## config.mk

```make
export PLATFORM = sky130hd
export DESIGN_NAME = columnar_format_string_parser_unit_flat
export DESIGN_NICKNAME = d
export VERILOG_FILES = /design/src/hw/rtl/cfsp_pkg.sv /design/src/hw/rtl/cfsp_in_if.sv /design/src/hw/rtl/cfsp_out_if.sv /design/src/hw/rtl/columnar_format_string_parser_unit.sv /design/src/flat_wrapper.sv
export SDC_FILE = /design/constraint.sdc
export NUM_CORES = 1
export LEC_CHECK = 0
export BUFFER_PORTS_ARGS = -buffer_cell sky130_fd_sc_hd__buf_2
export CAP_MARGIN = 20
export CORE_ASPECT_RATIO = 0.9
export CORE_MARGIN = 2
export CORE_UTILIZATION = 55
export CTS_CLUSTER_SIZE = 14
export DETAILED_ROUTE_END_ITERATION = 16
export HOLD_SLACK_MARGIN = 0.08
export PLACE_DENSITY_LB_ADDON = 0.15
export SYNTH_ARGS = -nofsm -noshare
export SYNTH_HDL_FRONTEND = slang
export SYNTH_SLANG_ARGS = --single-unit
```

## constraint.sdc

```tcl
create_clock -name clk -period 9.3 [get_ports clk]
set_clock_uncertainty 0.15 [all_clocks]
set_input_delay 1.86 -clock clk [delete_from_list [all_inputs] [get_ports clk]]
set_output_delay 1.86 -clock clk [all_outputs]
set_load 0.01 [all_outputs]
```

## src/hw/rtl/cfsp_pkg.sv

```systemverilog
// Package with the shared types, codes and layout table of the format string parser.
package cfsp_pkg;

	localparam logic [30:0] NUM_MAX = 31'h7FFF_FFFF;

	localparam logic [1:0] ST_OK       = 2'd0;
	localparam logic [1:0] ST_MALFORM  = 2'd1;
	localparam logic [1:0] ST_TRAILING = 2'd2;
	localparam logic [1:0] ST_BAD_DEC  = 2'd3;

	localparam logic [5:0] TY_NA        = 6'd0;
	localparam logic [5:0] TY_BOOL      = 6'd1;
	localparam logic [5:0] TY_INT8      = 6'd2;
	localparam logic [5:0] TY_UINT8     = 6'd3;
	localparam logic [5:0] TY_INT16     = 6'd4;
	localparam logic [5:0] TY_UINT16    = 6'd5;
	localparam logic [5:0] TY_INT32     = 6'd6;
	localparam logic [5:0] TY_UINT32    = 6'd7;
	localparam logic [5:0] TY_INT64     = 6'd8;
	localparam logic [5:0] TY_UINT64    = 6'd9;
	localparam logic [5:0] TY_HALF      = 6'd10;
	localparam logic [5:0] TY_FLOAT     = 6'd11;
	localparam logic [5:0] TY_DOUBLE    = 6'd12;
	localparam logic [5:0] TY_DEC128    = 6'd13;
	localparam logic [5:0] TY_DEC256    = 6'd14;
	localparam logic [5:0] TY_FSB       = 6'd15;
	localparam logic [5:0] TY_BINARY    = 6'd16;
	localparam logic [5:0] TY_STRING    = 6'd17;
	localparam logic [5:0] TY_LBINARY   = 6'd18;
	localparam logic [5:0] TY_LSTRING   = 6'd19;
	localparam logic [5:0] TY_LIST      = 6'd20;
	localparam logic [5:0] TY_LLIST     = 6'd21;
	localparam logic [5:0] TY_FSL       = 6'd22;
	localparam logic [5:0] TY_STRUCT    = 6'd23;
	localparam logic [5:0] TY_MAP       = 6'd24;
	localparam logic [5:0] TY_DENSE     = 6'd25;
	localparam logic [5:0] TY_SPARSE    = 6'd26;
	localparam logic [5:0] TY_DATE32    = 6'd27;
	localparam logic [5:0] TY_DATE64    = 6'd28;
	localparam logic [5:0] TY_TIME32    = 6'd29;
	localparam logic [5:0] TY_TIME64    = 6'd30;
	localparam logic [5:0] TY_TIMESTAMP = 6'd31;
	localparam logic [5:0] TY_DURATION  = 6'd32;
	localparam logic [5:0] TY_IV_MONTH  = 6'd33;
	localparam logic [5:0] TY_IV_DT     = 6'd34;
	localparam logic [5:0] TY_IV_MDN    = 6'd35;
	localparam logic [5:0] TY_DICT      = 6'd36;

	localparam logic [9:0] RL_NONE  = 10'h3FF;
	localparam logic [9:0] RL_PRIM  = {2'd3, 2'd1, 2'd3, 2'd3, 2'd0};
	localparam logic [9:0] RL_VAR   = {2'd3, 2'd2, 2'd3, 2'd1, 2'd0};
	localparam logic [9:0] RL_LVAR  = {2'd3, 2'd2, 2'd1, 2'd3, 2'd0};
	localparam logic [9:0] RL_LIST  = {2'd3, 2'd3, 2'd3, 2'd1, 2'd0};
	localparam logic [9:0] RL_LLIST = {2'd3, 2'd3, 2'd1, 2'd3, 2'd0};
	localparam logic [9:0] RL_VALID = {2'd3, 2'd3, 2'd3, 2'd3, 2'd0};
	localparam logic [9:0] RL_DENSE = {2'd0, 2'd3, 2'd3, 2'd1, 2'd3};
	localparam logic [9:0] RL_SPARS = {2'd0, 2'd3, 2'd3, 2'd3, 2'd3};

	typedef enum logic [4:0] {
		PH_START, PH_DONE, PH_ERR, PH_D_COLON, PH_D_PREC, PH_D_SCALE, PH_D_WIDTH,
		PH_W_COLON, PH_W_NUM, PH_PLUS, PH_PW_COLON, PH_PU, PH_PU_COLON, PH_SUFFIX,
		PH_T, PH_TD, PH_TT, PH_TS, PH_TS_COLON, PH_TDUR, PH_TI
	} phase_t;

	typedef struct packed {
		logic [5:0] storage;
		logic [1:0] nbuf;
		logic [9:0] roles;
	} layout_t;

	function automatic layout_t layout_of(input logic [5:0] ty);
		layout_t l;
		l = '{storage: ty, nbuf: 2'd2, roles: RL_PRIM};
		unique case (ty)
			TY_NA: l = '{storage: TY_NA, nbuf: 2'd0, roles: RL_NONE};
			TY_BINARY, TY_STRING: l = '{storage: ty, nbuf: 2'd3, roles: RL_VAR};
			TY_LBINARY, TY_LSTRING: l = '{storage: ty, nbuf: 2'd3, roles: RL_LVAR};
			TY_LIST: l = '{storage: ty, nbuf: 2'd2, roles: RL_LIST};
			TY_LLIST: l = '{storage: ty, nbuf: 2'd2, roles: RL_LLIST};
			TY_FSL, TY_STRUCT, TY_MAP: l = '{storage: ty, nbuf: 2'd1, roles: RL_VALID};
			TY_DENSE: l = '{storage: ty, nbuf: 2'd2, roles: RL_DENSE};
			TY_SPARSE: l = '{storage: ty, nbuf: 2'd1, roles: RL_SPARS};
			TY_DATE32, TY_TIME32, TY_DURATION: l.storage = TY_INT32;
			TY_DATE64, TY_TIME64, TY_TIMESTAMP: l.storage = TY_INT64;
			default: l = '{storage: ty, nbuf: 2'd2, roles: RL_PRIM};
		endcase
		return l;
	endfunction

	// Time unit letter to code; 4 marks a letter that is no unit.
	function automatic logic [2:0] unit_code(input logic [7:0] c);
		logic [2:0] u;
		u = 3'd4;
		if (c == "s") u = 3'd0;
		else if (c == "m") u = 3'd1;
		else if (c == "u") u = 3'd2;
		else if (c == "n") u = 3'd3;
		return u;
	endfunction

endpackage

```

## src/hw/rtl/cfsp_in_if.sv

```systemverilog
// Input channel carrying one format string byte per transfer.
interface cfsp_in_if;
	logic       valid;
	logic       ready;
	logic [7:0] format_byte;
	logic       is_last;
	logic       has_dictionary;

	modport source(output valid, format_byte, is_last, has_dictionary, input ready);
	modport sink(input valid, format_byte, is_last, has_dictionary, output ready);
endinterface

```

## src/hw/rtl/cfsp_out_if.sv

```systemverilog
// Result channel carrying one decoded type description per transfer.
interface cfsp_out_if;
	logic        valid;
	logic        ready;
	logic [1:0]  status;
	logic [5:0]  storage_type;
	logic [5:0]  logical_type;
	logic [1:0]  buffer_count;
	logic [9:0]  buffer_roles;
	logic [1:0]  temporal_unit;
	logic [30:0] first_number;
	logic [30:0] second_number;
	logic [8:0]  suffix_start;
	logic [8:0]  suffix_length;

	modport source(output valid, status, storage_type, logical_type, buffer_count,
		buffer_roles, temporal_unit, first_number, second_number, suffix_start,
		suffix_length, input ready);
	modport sink(input valid, status, storage_type, logical_type, buffer_count,
		buffer_roles, temporal_unit, first_number, second_number, suffix_start,
		suffix_length, output ready);
endinterface

```

## src/hw/rtl/columnar_format_string_parser_unit.sv

```systemverilog
// Columnar type format string parser: one byte per transfer, one result per string.
// Bytes enter an input register and one byte is parsed per cycle, so the next string may
// follow at once; a result is registered when its last byte is parsed and waits in the
// output register while parsing goes on; a last byte waits while that result is untaken.
// Throughput is one byte per cycle unless stalled, limited by the single parse-state update.
// Bytes beyond MAX_FORMAT_LEN in one string are not parsed and give a malformed status.
module columnar_format_string_parser_unit #(
	parameter int MAX_FORMAT_LEN = 256
) (
	input logic clk,
	input logic arst_n,
	cfsp_in_if.sink in_ch,
	cfsp_out_if.source out_ch
);
	import cfsp_pkg::*;

	localparam int BW = $clog2(MAX_FORMAT_LEN + 1);
	localparam int SW = (BW > 9) ? BW : 9;

	logic       valid_s1, last_s1, dict_s1;
	logic [7:0] byte_s1;
	logic       adv;

	phase_t      phase_q;
	logic [BW-1:0] bp_q;
	logic [30:0] acc_q, prec_q, scale_q;
	logic        dseen_q;
	logic [1:0]  err_q, unit_q;
	logic [5:0]  dtype_q;

	phase_t      ph;
	logic [BW-1:0] bp;
	logic [30:0] acc, prec, scl;
	logic        dseen;
	logic [1:0]  err, dun;
	logic [5:0]  dty;
	logic [2:0]  u;
	logic        isdig;
	logic [34:0] acc_mul;
	logic [30:0] acc_dig;

	logic [1:0]  r_status;
	logic [5:0]  r_st, r_lt, ty;
	layout_t     lay;
	logic [30:0] r_fn, r_sn;
	logic [8:0]  r_ss, r_sl;
	logic [SW-1:0] bpx;

	logic        out_valid_q;

	assign adv = !last_s1 || !out_valid_q || out_ch.ready;
	assign in_ch.ready = !valid_s1 || adv;

	always_ff @(posedge clk or negedge arst_n) begin
		if (!arst_n) begin
			valid_s1 <= 1'b0;
		end else if (in_ch.ready) begin
			valid_s1 <= in_ch.valid;
		end
	end

	always_ff @(posedge clk) begin
		if (in_ch.ready && in_ch.valid) begin
			byte_s1 <= in_ch.format_byte;
			last_s1 <= in_ch.is_last;
			dict_s1 <= in_ch.has_dictionary;
		end
	end

	assign isdig   = (byte_s1 >= "0") && (byte_s1 <= "9");
	assign acc_mul = {1'b0, acc_q, 3'b000} + {3'b000, acc_q, 1'b0} + 35'(byte_s1 - "0");
	assign acc_dig = (acc_mul > 35'(NUM_MAX)) ? NUM_MAX : acc_mul[30:0];
	assign u       = unit_code(byte_s1);

	always_comb begin
		ph = phase_q; bp = bp_q; acc = acc_q; prec = prec_q; scl = scale_q;
		dseen = dseen_q; err = err_q; dty = dtype_q; dun = unit_q;
		if (bp_q >= BW'(MAX_FORMAT_LEN)) begin
			err = ST_MALFORM; ph = PH_ERR;
		end else begin
			bp = bp_q + BW'(1);
			unique case (phase_q)
				PH_START: begin
					ph = PH_DONE;
					priority if (byte_s1 == "n") dty = TY_NA;
					else if (byte_s1 == "b") dty = TY_BOOL;
					else if (byte_s1 == "c") dty = TY_INT8;
					else if (byte_s1 == "C") dty = TY_UINT8;
					else if (byte_s1 == "s") dty = TY_INT16;
					else if (byte_s1 == "S") dty = TY_UINT16;
					else if (byte_s1 == "i") dty = TY_INT32;
					else if (byte_s1 == "I") dty = TY_UINT32;
					else if (byte_s1 == "l") dty = TY_INT64;
					else if (byte_s1 == "L") dty = TY_UINT64;
					else if (byte_s1 == "e") dty = TY_HALF;
					else if (byte_s1 == "f") dty = TY_FLOAT;
					else if (byte_s1 == "g") dty = TY_DOUBLE;
					else if (byte_s1 == "z") dty = TY_BINARY;
					else if (byte_s1 == "u") dty = TY_STRING;
					else if (byte_s1 == "Z") dty = TY_LBINARY;
					else if (byte_s1 == "U") dty = TY_LSTRING;
					else if (byte_s1 == "d") ph = PH_D_COLON;
					else if (byte_s1 == "w") ph = PH_W_COLON;
					else if (byte_s1 == "+") ph = PH_PLUS;
					else if (byte_s1 == "t") ph = PH_T;
					else begin err = ST_MALFORM; ph = PH_ERR; end
				end
				PH_DONE: if (err_q == ST_OK) err = ST_TRAILING;
				PH_D_COLON: begin
					if (byte_s1 == ":") begin
						acc = '0; dseen = 1'b0; ph = PH_D_PREC;
					end else begin err = ST_MALFORM; ph = PH_ERR; end
				end
				PH_D_PREC: begin
					if (isdig) begin
						acc = acc_dig; dseen = 1'b1;
					end else if (byte_s1 == "," && dseen_q) begin
						prec = acc_q; acc = '0; dseen = 1'b0; ph = PH_D_SCALE;
					end else begin err = ST_MALFORM; ph = PH_ERR; end
				end
				PH_D_SCALE: begin
					if (isdig) begin
						acc = acc_dig; dseen = 1'b1;
					end else if (!dseen_q) begin
						err = ST_MALFORM; ph = PH_ERR;
					end else begin
						scl = acc_q; dty = TY_DEC128;
						if (byte_s1 == ",") begin
							acc = '0; dseen = 1'b0; ph = PH_D_WIDTH;
						end else begin
							acc = 31'd128; ph = PH_DONE;
							if (err_q == ST_OK) err = ST_TRAILING;
						end
					end
				end
				PH_D_WIDTH: begin
					if (isdig) begin
						acc = acc_dig; dseen = 1'b1;
					end else if (dseen_q) begin
						ph = PH_DONE;
						if (err_q == ST_OK) err = ST_TRAILING;
					end else begin err = ST_MALFORM; ph = PH_ERR; end
				end
				PH_W_COLON, PH_PW_COLON: begin
					if (byte_s1 == ":") begin
						dty = (phase_q == PH_W_COLON) ? TY_FSB : TY_FSL;
						acc = '0; dseen = 1'b0; ph = PH_W_NUM;
					end else begin err = ST_MALFORM; ph = PH_ERR; end
				end
				PH_W_NUM: begin
					if (isdig) begin
						acc = acc_dig; dseen = 1'b1;
					end else begin
						ph = PH_DONE;
						if (err_q == ST_OK) err = ST_TRAILING;
					end
				end
				PH_PLUS: begin
					ph = PH_DONE;
					priority if (byte_s1 == "l") dty = TY_LIST;
					else if (byte_s1 == "L") dty = TY_LLIST;
					else if (byte_s1 == "s") dty = TY_STRUCT;
					else if (byte_s1 == "m") dty = TY_MAP;
					else if (byte_s1 == "w") ph = PH_PW_COLON;
					else if (byte_s1 == "u") ph = PH_PU;
					else begin err = ST_MALFORM; ph = PH_ERR; end
				end
				PH_PU: begin
					if (byte_s1 == "d") begin
						dty = TY_DENSE; ph = PH_PU_COLON;
					end else if (byte_s1 == "s") begin
						dty = TY_SPARSE; ph = PH_PU_COLON;
					end else begin err = ST_MALFORM; ph = PH_ERR; end
				end
				PH_PU_COLON, PH_TS_COLON: begin
					if (byte_s1 == ":") ph = PH_SUFFIX;
					else begin err = ST_MALFORM; ph = PH_ERR; end
				end
				PH_SUFFIX: ;
				PH_T: begin
					priority if (byte_s1 == "d") ph = PH_TD;
					else if (byte_s1 == "t") ph = PH_TT;
					else if (byte_s1 == "s") ph = PH_TS;
					else if (byte_s1 == "D") ph = PH_TDUR;
					else if (byte_s1 == "i") ph = PH_TI;
					else begin err = ST_MALFORM; ph = PH_ERR; end
				end
				PH_TD: begin
					ph = PH_DONE;
					if (byte_s1 == "D") dty = TY_DATE32;
					else if (byte_s1 == "m") dty = TY_DATE64;
					else begin err = ST_MALFORM; ph = PH_ERR; end
				end
				PH_TT, PH_TS, PH_TDUR: begin
					if (u > 3'd3) begin
						err = ST_MALFORM; ph = PH_ERR;
					end else begin
						dun = u[1:0];
						ph = (phase_q == PH_TS) ? PH_TS_COLON : PH_DONE;
						if (phase_q == PH_TS) dty = TY_TIMESTAMP;
						else if (phase_q == PH_TDUR) dty = TY_DURATION;
						else dty = (u < 3'd2) ? TY_TIME32 : TY_TIME64;
					end
				end
				PH_TI: begin
					ph = PH_DONE;
					if (byte_s1 == "M") dty = TY_IV_MONTH;
					else if (byte_s1 == "D") dty = TY_IV_DT;
					else if (byte_s1 == "n") dty = TY_IV_MDN;
					else begin err = ST_MALFORM; ph = PH_ERR; end
				end
				default: begin err = ST_MALFORM; ph = PH_ERR; end
			endcase
		end

		// End of string: a pending number or keyword must be complete here.
		if (last_s1) begin
			unique case (ph)
				PH_DONE, PH_SUFFIX: ;
				PH_D_SCALE: begin
					if (dseen) begin
						scl = acc; acc = 31'd128; dty = TY_DEC128;
					end else err = ST_MALFORM;
				end
				PH_D_WIDTH, PH_W_NUM: if (!dseen) err = ST_MALFORM;
				default: err = ST_MALFORM;
			endcase
		end

		ty = dty;
		r_status = err;
		if (err != ST_MALFORM && dty == TY_DEC128) begin
			if (acc == 31'd256) ty = TY_DEC256;
			else if (acc != 31'd128) r_status = ST_BAD_DEC;
		end
		lay = layout_of(ty);
		bpx = SW'(bp);
		r_st = '0; r_lt = '0; r_fn = '0; r_sn = '0; r_ss = '0; r_sl = '0;
		if (r_status == ST_OK) begin
			r_st = (ty == TY_DURATION && dun >= 2'd2) ? TY_INT64 : lay.storage;
			r_lt = dict_s1 ? TY_DICT : ty;
			if (ty == TY_DEC128 || ty == TY_DEC256) begin
				r_fn = prec; r_sn = scl;
			end
			if (ty == TY_FSB || ty == TY_FSL) r_fn = acc;
			if (ty == TY_TIMESTAMP || ty == TY_DENSE || ty == TY_SPARSE) begin
				r_ss = 9'd4;
				r_sl = (bpx >= SW'(4)) ? 9'(bpx - SW'(4)) : 9'd0;
			end
		end
	end

	always_ff @(posedge clk or negedge arst_n) begin
		if (!arst_n) begin
			phase_q <= PH_START; bp_q <= '0; acc_q <= '0; prec_q <= '0; scale_q <= '0;
			dseen_q <= 1'b0; err_q <= '0; dtype_q <= '0; unit_q <= '0;
		end else if (valid_s1 && adv) begin
			if (last_s1) begin
				phase_q <= PH_START; bp_q <= '0; acc_q <= '0; prec_q <= '0; scale_q <= '0;
				dseen_q <= 1'b0; err_q <= '0; dtype_q <= '0; unit_q <= '0;
			end else begin
				phase_q <= ph; bp_q <= bp; acc_q <= acc; prec_q <= prec; scale_q <= scl;
				dseen_q <= dseen; err_q <= err; dtype_q <= dty; unit_q <= dun;
			end
		end
	end

	always_ff @(posedge clk or negedge arst_n) begin
		if (!arst_n) begin
			out_valid_q <= 1'b0;
		end else if (valid_s1 && last_s1 && adv) begin
			out_valid_q <= 1'b1;
		end else if (out_ch.ready) begin
			out_valid_q <= 1'b0;
		end
	end

	always_ff @(posedge clk) begin
		if (valid_s1 && last_s1 && adv) begin
			out_ch.status        <= r_status;
			out_ch.storage_type  <= r_st;
			out_ch.logical_type  <= r_lt;
			out_ch.buffer_count  <= (r_status == ST_OK) ? lay.nbuf : 2'd0;
			out_ch.buffer_roles  <= (r_status == ST_OK) ? lay.roles : 10'd0;
			out_ch.temporal_unit <= (r_status == ST_OK) ? dun : 2'd0;
			out_ch.first_number  <= r_fn;
			out_ch.second_number <= r_sn;
			out_ch.suffix_start  <= r_ss;
			out_ch.suffix_length <= r_sl;
		end
	end

	assign out_ch.valid = out_valid_q;

`ifndef SYNTHESIS
	a_result_from_last: assert property (@(posedge clk) disable iff (!arst_n)
		$rose(out_valid_q) |-> $past(valid_s1 && last_s1))
		else $error("result appeared without a last byte");
	a_error_clears_fields: assert property (@(posedge clk) disable iff (!arst_n)
		(out_valid_q && out_ch.status != ST_OK) |->
		(out_ch.storage_type == '0 && out_ch.first_number == '0 && out_ch.suffix_length == '0))
		else $error("error result carries nonzero fields");
	a_ready_when_empty: assert property (@(posedge clk) disable iff (!arst_n)
		!valid_s1 |-> in_ch.ready)
		else $error("input stalled with empty input register");
	a_position_bound: assert property (@(posedge clk) disable iff (!arst_n)
		bp_q <= BW'(MAX_FORMAT_LEN))
		else $error("byte position beyond maximum length");
`endif

endmodule
```

## src/flat_wrapper.sv

```systemverilog
// flat-port wrapper written by rule: the top's interface ports become plain ports
module columnar_format_string_parser_unit_flat import cfsp_pkg::*;
#(
	parameter int MAX_FORMAT_LEN = 256
)
  (clk, arst_n, in_ch_valid, in_ch_format_byte, in_ch_is_last, in_ch_has_dictionary, in_ch_ready, out_ch_valid, out_ch_status, out_ch_storage_type, out_ch_logical_type, out_ch_buffer_count, out_ch_buffer_roles, out_ch_temporal_unit, out_ch_first_number, out_ch_second_number, out_ch_suffix_start, out_ch_suffix_length, out_ch_ready);
  cfsp_in_if in_ch_i ();
  cfsp_out_if out_ch_i ();
  input logic clk;
  input logic arst_n;
  input wire logic [$bits(in_ch_i.valid)-1:0] in_ch_valid;
  input wire logic [$bits(in_ch_i.format_byte)-1:0] in_ch_format_byte;
  input wire logic [$bits(in_ch_i.is_last)-1:0] in_ch_is_last;
  input wire logic [$bits(in_ch_i.has_dictionary)-1:0] in_ch_has_dictionary;
  output wire logic [$bits(in_ch_i.ready)-1:0] in_ch_ready;
  output wire logic [$bits(out_ch_i.valid)-1:0] out_ch_valid;
  output wire logic [$bits(out_ch_i.status)-1:0] out_ch_status;
  output wire logic [$bits(out_ch_i.storage_type)-1:0] out_ch_storage_type;
  output wire logic [$bits(out_ch_i.logical_type)-1:0] out_ch_logical_type;
  output wire logic [$bits(out_ch_i.buffer_count)-1:0] out_ch_buffer_count;
  output wire logic [$bits(out_ch_i.buffer_roles)-1:0] out_ch_buffer_roles;
  output wire logic [$bits(out_ch_i.temporal_unit)-1:0] out_ch_temporal_unit;
  output wire logic [$bits(out_ch_i.first_number)-1:0] out_ch_first_number;
  output wire logic [$bits(out_ch_i.second_number)-1:0] out_ch_second_number;
  output wire logic [$bits(out_ch_i.suffix_start)-1:0] out_ch_suffix_start;
  output wire logic [$bits(out_ch_i.suffix_length)-1:0] out_ch_suffix_length;
  input wire logic [$bits(out_ch_i.ready)-1:0] out_ch_ready;
  assign in_ch_i.valid = in_ch_valid;
  assign in_ch_i.format_byte = in_ch_format_byte;
  assign in_ch_i.is_last = in_ch_is_last;
  assign in_ch_i.has_dictionary = in_ch_has_dictionary;
  assign in_ch_ready = in_ch_i.ready;
  assign out_ch_valid = out_ch_i.valid;
  assign out_ch_status = out_ch_i.status;
  assign out_ch_storage_type = out_ch_i.storage_type;
  assign out_ch_logical_type = out_ch_i.logical_type;
  assign out_ch_buffer_count = out_ch_i.buffer_count;
  assign out_ch_buffer_roles = out_ch_i.buffer_roles;
  assign out_ch_temporal_unit = out_ch_i.temporal_unit;
  assign out_ch_first_number = out_ch_i.first_number;
  assign out_ch_second_number = out_ch_i.second_number;
  assign out_ch_suffix_start = out_ch_i.suffix_start;
  assign out_ch_suffix_length = out_ch_i.suffix_length;
  assign out_ch_i.ready = out_ch_ready;
  columnar_format_string_parser_unit #(.MAX_FORMAT_LEN(MAX_FORMAT_LEN)) u_core (.clk(clk), .arst_n(arst_n), .in_ch(in_ch_i), .out_ch(out_ch_i));
endmodule
```

==> results of run 1 <==
-- cells in the mapped netlist, types with 16 or more instances --
library cell,instances,area [µm²]
nand2_1,262,983
o21ai_0,176,881
nor2_1,163,612
a21oi_1,141,706
dfrtp_1,120,3000
clkbuf_1,107,402
edfxtp_1,107,3210
inv_1,50,188
ha_1,44,551
nor3_1,41,205
a21boi_0,37,278
nand3_1,33,165
and2_1,31,194
fa_1,30,601
xnor2_1,29,254
buf_2,27,135
a211oi_1,26,195
o22ai_1,25,156
a21o_1,22,165
nor4_1,22,138
a22oi_1,19,143
nor2b_1,19,119
o31ai_1,19,143
nand4_1,18,113
xor2_1,18,158
a22o_1,17,149
and3_1,17,106
o211ai_1,17,128
a221oi_1,16,140
-- final timing paths --
check | end | cells past startpoint | slack (ns)
max in group asynchronous | u_core.scale_q[6] | 2 | 6.33
min in group asynchronous | u_core.dtype_q[1] | 1 | 1.24
max reg2reg | u_core.out_ch.second_number[5] | 20 | 1.20
max | u_core.out_ch.second_number[5] | 20 | 1.20
min | u_core.scale_q[17] | 2 | 0.33
min reg2reg | u_core.scale_q[17] | 2 | 0.33
-- logic make-up after synthesis --
logic type | after synthesis | synth area share, %
xor gates and xnor gates | 47 | 2.39
other | 1 | 0.0218
muxes | 13 | 0.763
DFF | 227 | 36.1
buffers and inverters | 209 | 5.20
adders and majority gates | 74 | 6.69
and+or+nand+nor | 723 | 21.2
AOI/OAI and AO/OA | 674 | 27.6
-- cell usage in the layout, fill, tap and decap left out, types with 9 or more instances in the layout --
cell type  Yosys  final
a2111oi_2     11     11
a2111oi_4      9      9
a211oi_1      26     26
a21boi_0      37     37
a21o_1        22     22
a21oi_1      141    141
a221oi_1      16     16
a22o_1        17     17
a22oi_1       19     19
a31oi_1       14     13
and2_1        31     31
and3_1        17     17
buf_2         27    114
buf_4         14     35
clkbuf_16      0     25
dfrtp_1      120    120
edfxtp_1     107    107
fa_1          30     30
ha_1          44     44
inv_1         50     50
mux2i_1       12     12
nand2_1      262    261
nand2b_1      10     10
nand3_1       33     33
nand4_1       18     18
nor2_1       163    160
nor2b_1       19     19
nor3_1        41     38
nor3_2        11     12
nor4_1        22     22
o211ai_1      17     17
o21ai_0      176    176
o221ai_1       9      9
o22a_1        10     10
o22ai_1       25     25
o31ai_1       19     19
or2_2         11     11
or3_1         15     15
xnor2_1       29     29
xor2_1        18     18
-- state kept, by name (all words and copies together), names as in the netlist, 2 cells and up --
name	flops
u_core.prec_q	31
u_core.out_ch.status	2
u_core.out_ch.first_number	31
u_core.acc_q	31
u_core.out_ch.buffer_count	2
u_core.out_ch.temporal_unit	2
u_core.out_ch.buffer_roles	7
u_core.out_ch.storage_type	6
u_core.err_q	2
u_core.phase_q	5
u_core.scale_q	31
u_core.unit_q	2
u_core.out_ch.second_number	31
u_core.byte_s1	8
u_core.dtype_q	6
u_core.bp_q	9
u_core.out_ch.suffix_length	9
u_core.out_ch.logical_type	6
-- per-stage QoR --
| stage | hold WS [ns] | setup slack [ns] | total power [µW] |
|---|---|---|---|
| after floorplan | 0.292 | 1.40 | 1540 |
| after global placement | 0.306 | 1.60 | 1670 |
| after detailed placement | 0.312 | 1.27 | 1680 |
| after CTS | 0.325 | 1.22 | 2730 |
| after global routing | 0.351 | 0.753 | 2840 |
| final | 0.327 | 1.20 | 2740 |
-- layout make-up --
cell class              instances  area, µm²  area share, %
multi-input cells            1539      10200           54.1
flip-flops and latches        227       6220           33.0
repair buffers                151        881           4.67
clock buffers                  30        654           3.47
well taps                     409        512           2.71
clock inverters                15        205           1.09
inverters                      50        188          0.996
-- where the power goes --
| part | switching (µW) | internal, µW | total (µW) |
|---|---|---|---|
| clock | 427 | 639 | 1070 |
| sequential | 56.1 | 1120 | 1180 |
| combinational | 337 | 164 | 501 |
| total | 820 | 1920 | 2740 |
-- layer usage --
layer	share of wire (%)	GRT usage (%)	vias to the layer above
li1	-	-	7354
met1	43	53.5	7842
met2	41	50.4	1069
met3	14	12.6	116
met4	2.6	9.47	0
met5	0	0	-
-- worst min-delay path, stage by stage (launching register included) --
cell	delay (ns)
dfrtp_1	0.34
nand2_1	0.05
o21ai_0	0.06
==> impl_metrics.yaml, run 1 <==
run_status:
  status: "finished, final reports clean"
clock_tree:
  clock_path_buffers: 3
  cts_buffers: 25
  cts.clk_slew.worst_paths_ns: 0.06
  cts_root_buffer: "clkbuf_16"
  clkLatencyLatePin_ns: 0.55
  cts_resized: 0
  holdBufCountCts: 0
  htreeDepth: 1
  cts_sinks: 227
  cts_tree: "built"
  cts_setup_buffers: 0
critical_path:
  slowest_stage: "nor2_2"
  worstPathRequired_ns: 9.46
  critPathBufInv: 3
  startpoint: "u_core.byte_s1[4]"
  crit_path_max_fanout: 80
  cp_cell_sequence: "ha_1 -> nor3_4 -> buf_4 -> fa_1 -> ha_1 -> a21oi_1 -> o21ai_1 -> a221oi_1 -> o21ai_0 -> or3_1 -> a221o_1 -> nor2_2 -> a211oi_1 -> a2111oi_2 -> nand3_1 -> o31ai_4 -> nand2_4 -> buf_4 -> buf_16 -> nor4_1"
  r2r-start: "u_core.byte_s1[4]"
  start_kind: "flop"
  crit_path_max_incr_delay_ns: 0.70
  worstPathArrival_ns: 8.26
  critPathTopFamily: "compound AO/OA/AOI/OAI gates"
  crit_type: "flop to flop"
  end_kind: "flop"
layout:
  finalNonFillerCells: 2421
  area_growth_pct: 9.55
  postLayoutCellArea_mm2: 0.0189
  nets: 2082
  drive_gt1_share_pct: 14.1
  utilization_pct: 61.1
  fillers: 2708
  antenna_cells: 0
placed_design:
  dp_hpwl_mm: 42.6
  dpl_cell_area_mm2: 0.0180
  dp_cells: 2375
  port_buffers: 115
  gp_congestion: 0.995
detailed_routing:
  via_per_inst: 6.77
  drc_errors: 0
  dr.pass1.iters: 6
  drtIter0Drc: 1903
  vias: 16400
  avgRoutedWirePerCell_um: 24.7
  ant_nets: 0
  routed_wl_mm: 59.8
die:
  die_x_um: 190
  dieArea_mm2: 0.0327
  start_util_pct: 55.8
  core-area_mm2: 0.0308
  rows: 61
  die_h_um: 172
  pin_count: 124
timing:
  hold_viol_final: 0
  max_slew.worst_pin.slew_ns: 1.12
  setup_viol: 0
  tns_ns: 0
  max_slew_margin_pct: 23.4
  slew_violations: 0
  period_share_pct: 87.1
  rsz0062_at_grt: "false"
  fin_crit_ns: 8.10
  max_freq_ghz: 0.123
global_route:
  antenna_found_initial: 1
  grt.overflow.total: 0
  grt_pass1_vias: 14800
  gr-usage-all-layers_pct: 36.3
  grt_max_degree: 88
  grt_pass1_wl_mm: 90.5
pwr:
  p_leak_uw: 0.00729
  powerDensity_mw_per_mm2: 146
  peakVddDrop_mv: 0.135
logic_synthesis:
  syn_inst: 1968
  yosysWarningCount: 0
  ys.flop_type: "dfrtp_1"
  syn_avg_cell_area_um2: 8.74
  synth-edff-count: 107
  syn_area_mm2: 0.0172
  synth.distinct_cells: 105
  ys_ff_latch: 227
  synth-seq-area-share_pct: 36.1
  async_flop_share_pct: 52.9
hold_path:
  hold_start: "u_core.scale_q[17]"
  hold_path.class: "flop to flop"
run:
  maxCapViolations: 0
No activity file was read; power rests on OpenSTA's default activity.
==> run 2: changes to the inputs <==
- CAP_MARGIN: 20 -> 40
- CORE_UTILIZATION: 55 -> 40
- clock period: 9.3 -> 7.5 ns (I/O delays scaled with it)
==> run 2 against run 1 <==
  * Highest routed layer is now met5
  * Total power is 24% higher
  * Global-route usage decreased by 8.7 points
  * Utilization decreased by 16 points
  * Via count shrank 1.0%
  * Setup slack got worse by 0.71 ns
  * Non-clock buffer count up 24
  * Die area rose by 37%
==> impl_metrics.yaml, run 2 (same netlist as run 1, synthesis figures left out) <==
run_status:
  status: "finished, final reports clean"
critical_path:
  reg2regPathDepth: 19
  end_kind: "flop"
  regToRegSetupSlack_ns: 0.49
  worstPathArrival_ns: 7.20
  crit_type: "flop to flop"
  worstPathRequired_ns: 7.70
  start_kind: "flop"
  crit_path_max_fanout: 61
detailed_routing:
  avgRoutedWirePerCell_um: 24.1
  drc_errors: 0
  vias: 16200
  via_per_inst: 6.25
  dr.pass1.iters: 6
  drtIter0Drc: 2019
  routed_wl_mm: 62.4
  ant_nets: 0
die:
  die_h_um: 201
  dieArea_mm2: 0.0447
  core-area_mm2: 0.0427
  start_util_pct: 40.3
  pin_count: 124
  rows: 72
  die_x_um: 223
timing:
  max_slew.worst_pin.slew_ns: 0.934
  period_share_pct: 93.4
  fin_crit_ns: 7.01
  setup_viol: 0
  hold_viol_final: 0
  rsz0062_at_grt: "false"
  max_freq_ghz: 0.143
  slew_violations: 0
  max_slew_margin_pct: 37.5
  tns_ns: 0
  worst_slack_ns: 0.493
placed_design:
  gp_congestion: 0.953
  port_buffers: 115
  dp_hpwl_mm: 46.1
  post-place-ws_ns: 0.549
pwr:
  p_int_uw: 2380
  p_total_uw: 3410
  peakVddDrop_mv: 0.148
  p_comb_share_pct: 18.6
  p_sw_uw: 1030
  powerDensity_mw_per_mm2: 176
  p_leak_uw: 0.00747
  seqPwrFrac_pct: 42.7
  clockPowerShare_pct: 38.7
  p_sw_share_pct: 30.2
clock_tree:
  cts_setup_buffers: 0
  cts_root_buffer: "clkbuf_16"
  cts_buffers: 26
  htreeDepth: 1
  cts_resized: 0
  clock_path_buffers: 3
  clkLatencyLatePin_ns: 0.55
  cts_sinks: 227
  holdBufCountCts: 0
  cts_tree: "built"
  cts.clk_slew.worst_paths_ns: 0.06
global_route:
  grt_pass1_vias: 15200
  antenna_found_initial: 1
  grt_pass1_wl_mm: 96.5
  grt.overflow.total: 0
  gr-usage-all-layers_pct: 27.6
  grt_max_degree: 78
hold_path:
  hold_depth: 2
  hold_path.class: "flop to flop"
layout:
  drive_gt1_share_pct: 15.3
  area_growth_pct: 12.5
  fillers: 4167
  final_common_cell: "nand2_1"
  utilization_pct: 45.3
  nets: 2107
  final_cell_mix: "nand2_1, o21ai_0, nor2_1, a21oi_1, dfrtp_1"
  antenna_cells: 0
run:
  maxCapViolations: 0
## run 2: cell count changes in the layout (fill, tap and decap cells not counted), moves of 3 or more
cell,previous run,this run
buf_12,1,8
buf_4,35,48
clkbuf_1,4,7
clkinv_1,5,2
clkinv_2,1,4
## run 2: metrics by stage
| stage | hold slack (ns) | area [µm²] | cells |
|---|---|---|---|
| detailed placement | 0.312 | 18500 | 2546 |
| global placement | 0.305 | 18300 | 2536 |
| floorplan | 0.292 | 17200 | 1975 |
| global route | 0.346 | 19400 | 2594 |
| finish | 0.320 | 19400 | 2594 |
| CTS | 0.326 | 19400 | 2594 |
## run 2: per-layer routing
layer | GRT usage [%] | wire length, µm
met1 | 43.2 | 29700
met2 | 39.0 | 25900
met3 | 5.40 | 5800
met4 | 5.58 | 1020
met5 | 0 | 13
## run 2: power by group through the flow
stage,clock (µW),combinational (µW),sequential (µW)
after floorplan,0,441,1470
after global placement,0,611,1470
after detailed placement,0,626,1480
after global routing,1390,703,1460
final,1320,633,1450
after CTS,1340,629,1450
## run 2: worst paths after layout
kind / start / to
worst max-delay path: u_core.byte_s1[4] / u_core.out_ch.storage_type[4]
worst min-delay path: u_core.scale_q[12] / u_core.scale_q[12]
worst max register to register: u_core.byte_s1[4] / u_core.out_ch.storage_type[4]
worst min register to register: u_core.scale_q[12] / u_core.scale_q[12]
max in group asynchronous: arst_n / u_core.phase_q[0]
min in group asynchronous: arst_n / u_core.prec_q[26]
## run 2: worst max-delay path, stage by stage (launching register included)
cell	delay [ns]
edfxtp_1	0.49
ha_1	0.32
nor3_4	0.17
buf_12	0.25
fa_1	0.44
ha_1	0.39
a21oi_1	0.34
o21ai_1	0.14
a221oi_1	0.48
o211ai_2	0.16
a21o_1	0.21
a221o_1	0.64
or2_1	0.49
a221o_1	0.45
nor4_1	0.33
nand4_1	0.19
o31ai_4	0.39
nand2_4	0.12
buf_12	0.23
nor4_1	0.36
## run 2: area by class of cell
type	count	area (µm²)	share of cell area (%)
clock buffer	35	716	3.70
clock inverter	13	153	0.788
inverter	50	188	0.969
multi-input combinational	1539	10200	52.7
sequential	227	6220	32.1
tap	555	694	3.59
timing repair buffer	175	1190	6.13
